`config.mk`:
```
export PLATFORM = sky130hd
export DESIGN_NAME = fspt_cfg
export DESIGN_NICKNAME = d
export VERILOG_FILES = /design/src/rtl/fspt_pkg.sv /design/src/rtl/fspt_cfg.sv
export SDC_FILE = /design/constraint.sdc
export NUM_CORES = 1
export LEC_CHECK = 0
export BUFFER_PORTS_ARGS = -buffer_cell sky130_fd_sc_hd__buf_2
export CORE_UTILIZATION = 54
export DETAILED_ROUTE_END_ITERATION = 12
export GPL_TIMING_DRIVEN = 0
export PLACE_DENSITY = 0.84
export SLEW_MARGIN = 25
export SYNTH_ARGS = -nofsm -noshare
export SYNTH_HDL_FRONTEND = slang
export SYNTH_SLANG_ARGS = --single-unit
```
`constraint.sdc`:
```
create_clock -name clk -period 2.2 [get_ports clk]
set_input_delay 0.11 -clock clk [delete_from_list [all_inputs] [get_ports clk]]
set_output_delay 0.11 -clock clk [all_outputs]
set_load 0.03 [all_outputs]
```
`src/rtl/fspt_pkg.sv`:
```
// Shared types and constants for the force sensor peak trigger.
package fspt_pkg;

	localparam int unsigned SampleW = 16;
	localparam int unsigned RegIdxW = 3;

	typedef logic [SampleW-1:0] sample_t;

	typedef enum logic [RegIdxW-1:0] {
		REG_SMOOTH_POLE     = 3'd0,
		REG_DECAY_POLE      = 3'd1,
		REG_NOISE_MARGIN    = 3'd2,
		REG_MINIMUM_PEAK    = 3'd3,
		REG_STRENGTH_OFFSET = 3'd4,
		REG_STRENGTH_SCALE  = 3'd5
	} reg_idx_t;

	localparam sample_t SmoothPoleRst     = 16'd52429;
	localparam sample_t DecayPoleRst      = 16'd65470;
	localparam sample_t NoiseMarginRst    = 16'd655;
	localparam sample_t MinimumPeakRst    = 16'd6554;
	localparam sample_t StrengthOffsetRst = 16'd2048;
	localparam sample_t StrengthScaleRst  = 16'd43236;

	typedef struct packed {
		sample_t smooth_pole;
		sample_t decay_pole;
		sample_t noise_margin;
		sample_t minimum_peak;
		sample_t strength_offset;
		sample_t strength_scale;
	} cfg_t;

	typedef struct packed {
		sample_t smoothed;
		sample_t peak;
		logic    fire;
		sample_t strength;
	} result_t;

endpackage

```
`src/rtl/fspt_cfg.sv`:
```
// Configuration register file of the force sensor peak trigger.
module fspt_cfg (
	input  logic                           clk,
	input  logic                           arst_n,
	input  logic                           cfg_we,
	input  logic [fspt_pkg::RegIdxW-1:0]   cfg_index,
	input  fspt_pkg::sample_t              cfg_data,
	output fspt_pkg::cfg_t                 cfg
);
	import fspt_pkg::*;

	cfg_t cfg_q;

	always_ff @(posedge clk or negedge arst_n) begin
		if (!arst_n) begin
			cfg_q.smooth_pole     <= SmoothPoleRst;
			cfg_q.decay_pole      <= DecayPoleRst;
			cfg_q.noise_margin    <= NoiseMarginRst;
			cfg_q.minimum_peak    <= MinimumPeakRst;
			cfg_q.strength_offset <= StrengthOffsetRst;
			cfg_q.strength_scale  <= StrengthScaleRst;
		end else if (cfg_we) begin
			case (cfg_index)
				REG_SMOOTH_POLE:     cfg_q.smooth_pole     <= cfg_data;
				REG_DECAY_POLE:      cfg_q.decay_pole      <= cfg_data;
				REG_NOISE_MARGIN:    cfg_q.noise_margin    <= cfg_data;
				REG_MINIMUM_PEAK:    cfg_q.minimum_peak    <= cfg_data;
				REG_STRENGTH_OFFSET: cfg_q.strength_offset <= cfg_data;
				REG_STRENGTH_SCALE:  cfg_q.strength_scale  <= cfg_data;
				default: ;
			endcase
		end
	end

	assign cfg = cfg_q;

endmodule

```
==> results.txt <==
WP data required: 2090 ps
CP Cell Sequence: buf_2
# clock sinks: 96
Final slew viol count: 0
1st-pass router iterations: 3
Slew at the pin with the worst max-slew slack: 565 ps
DR WL/cell: 17.8 µm
Layout cells sized above 1: 0.839
Port Buffer Count: 116
Unique masters post-synth: 11
Core Area: 6490 µm²
Latest clock arrival within the worst-skew pair: 350 ps
Slowest-stage cell, CP: dfstp_2
FP Rows: 29
Detailed placement HPWL: 5160 µm
P_leak: 2.19 nW
DIE WIDTH: 85.2 µm
Synth Area in Adders: 0
Crit path time final: 1200 ps
Syn avg cell area: 17.9 µm²
Post-Synthesis Cells: 208
Outcome: complete, no violations
CTS root buffer: clkbuf_8
CTS tree: yes
Util after Layout: 0.725
Clock Skew: 0 ps
Pwr per Cell Area: 1190 nW/µm²
Pwr Total: 0.00560 W
I/O pins: 118
Max-cap viol count: 0
Initial drt markers: 75
GPL Wtd Cong: 0.814
Worst slew margin: 0.622
Number of global-route vias before repair: 2325
Compound-cell area share of the yosys netlist: 0
VDD IR max: 0.000843 V
Die H: 85.2 µm
Routed wire length: 7470 µm
Area added between synthesis and finish: 26.1%
Final Hold Vio Count: 0
GRT Overall Usage: 0.222
Kind of critical path: flip-flop to output port
Final Setup Violations: 0
Post-Syn Area: 3730 µm²
Fin nets: 359
Initial antenna violation count: 0
DIE AREA: 7250 µm²
Top delay family on crit path: flip-flops
CP startpoint kind: flip-flop
RSZ-0062 raised after global routing: no
Residual DRC: 0
Initial Util: 0.575
CP bufs+invs: 1
#FFs+latches synth: 96
Reg2reg setup slack: 1410 ps
Fmax achieved: 0.832 GHz
Hold crit path type: input port to flip-flop
Mux cell area share after synthesis: 0.290
Worst-path fanout max: 2
Register area share after synthesis: 0.658
Largest net degree at the start of global routing: 50
Synth Area in Simple Gates: 0.0245
Largest family of logic cells by synthesized area: multiplexers
Final TNS setup: 0 ps
Vias: 2245
Antenna Cells: 0
Num CTS Buffers: 9
Vias per cell: 5.36
Max Buffers Root-to-Sink: 2
Max FFs per register: 96
Post-cts sizing count: 0
Post-Synth XOR/XNOR Area: 0
Wire length of the first global-routing pass: 12000 µm
Congestion Overflow GR: 0
DP Cell Count: 402
CP peak stage delay: 540 ps
Post-Syn Nets: 230
Final worst-path cycle share: 0.546
Detail Route Antenna Nets: 0
Worst EP arrival: 1090 ps
Non-filler cells in the finished layout: 419
Yosys Warn Count: 0
CP Capture Type: output port
Clk slew on worst S/H paths: 90 ps
WHS: 51.1 ps
H-tree Lvls: 3
## cells by family (layout without fill, tap and decap cells)
| group | count (synthesis) | after routing |
|---|---|---|
| flip-flops | 96 | 96 |
| buffers and inverters | 10 | 144 |
| multiplexers | 96 | 96 |
| AND/OR/NAND/NOR | 6 | 6 |
## final cells by class
| type | count | area [µm²] |
|---|---|---|
| clock inverter | 6 | 116 |
| clock buffer | 10 | 138 |
| buffer | 10 | 104 |
| timing repair buffer | 118 | 624 |
| sequential | 96 | 2460 |
| multi-input combinational | 102 | 1170 |
| fill | 452 | 1790 |
| tap | 77 | 96.3 |
## worst paths after layout
path	start	end	depth (start not counted)
worst max-delay path	cfg[15]	cfg[15]	1
worst min-delay path	cfg_data[2]	cfg[82]	2
worst max register to register	cfg[4]	cfg[4]	1
worst min register to register	cfg[45]	cfg[45]	1
max in group asynchronous	arst_n	cfg[94]	3
min in group asynchronous	arst_n	cfg[37]	2
## stage by stage
stage,area [µm²],setup WS [ps]
global placement,4410,213
finish,4710,998
global route,4710,960
floorplan,3730,902
CTS,4710,979
detailed placement,4440,638
## where the power goes
group          total [W]  switching [W]  internal (W)
Sequential       0.00247       0.000192       0.00228
Combinational    0.00174        0.00115      0.000589
Clock            0.00139       0.000593      0.000792
Total            0.00560        0.00193       0.00366
## Yosys cell counts, drive strengths merged
library cell,number,area share
mux2,96,0.29
dfrtp,52,0.35
dfstp,44,0.31
buf,10,0.028
and4bb,3,0.010
nand4b,2,0.0080
nor4b,1,0.0064
## per-layer routing
layer | part of all wire | up-vias | routed length [µm] | GRT usage
met2 | 0.49 | 84 | 3650 | 0.355
li1 | - | 1001 | - | -
met1 | 0.44 | 1146 | 3260 | 0.292
met5 | 0 | - | 0 | 0
met4 | 0.017 | 0 | 129 | 0.0770
met3 | 0.057 | 14 | 427 | 0.0661
## cells in the final DEF (no fill, tap or decap)
cell type / n
nor4b_4: 1
dfstp_2: 44
buf_2: 117
nand4b_2: 2
clkinv_4: 3
dlygate4sd3_1: 1
and4bb_1: 1
buf_16: 1
bufinv_16: 3
mux2_2: 95
buf_6: 8
buf_8: 1
clkbuf_8: 10
and4bb_2: 2
dfrtp_1: 52
mux2_1: 1
## what timing repair did
item / in CTS / in global routing
hold buffers: 1 / 0
buffers inserted: 0 / 0
hold endpoints to repair: 39 / 0
Power figures use the tool's default switching activity.
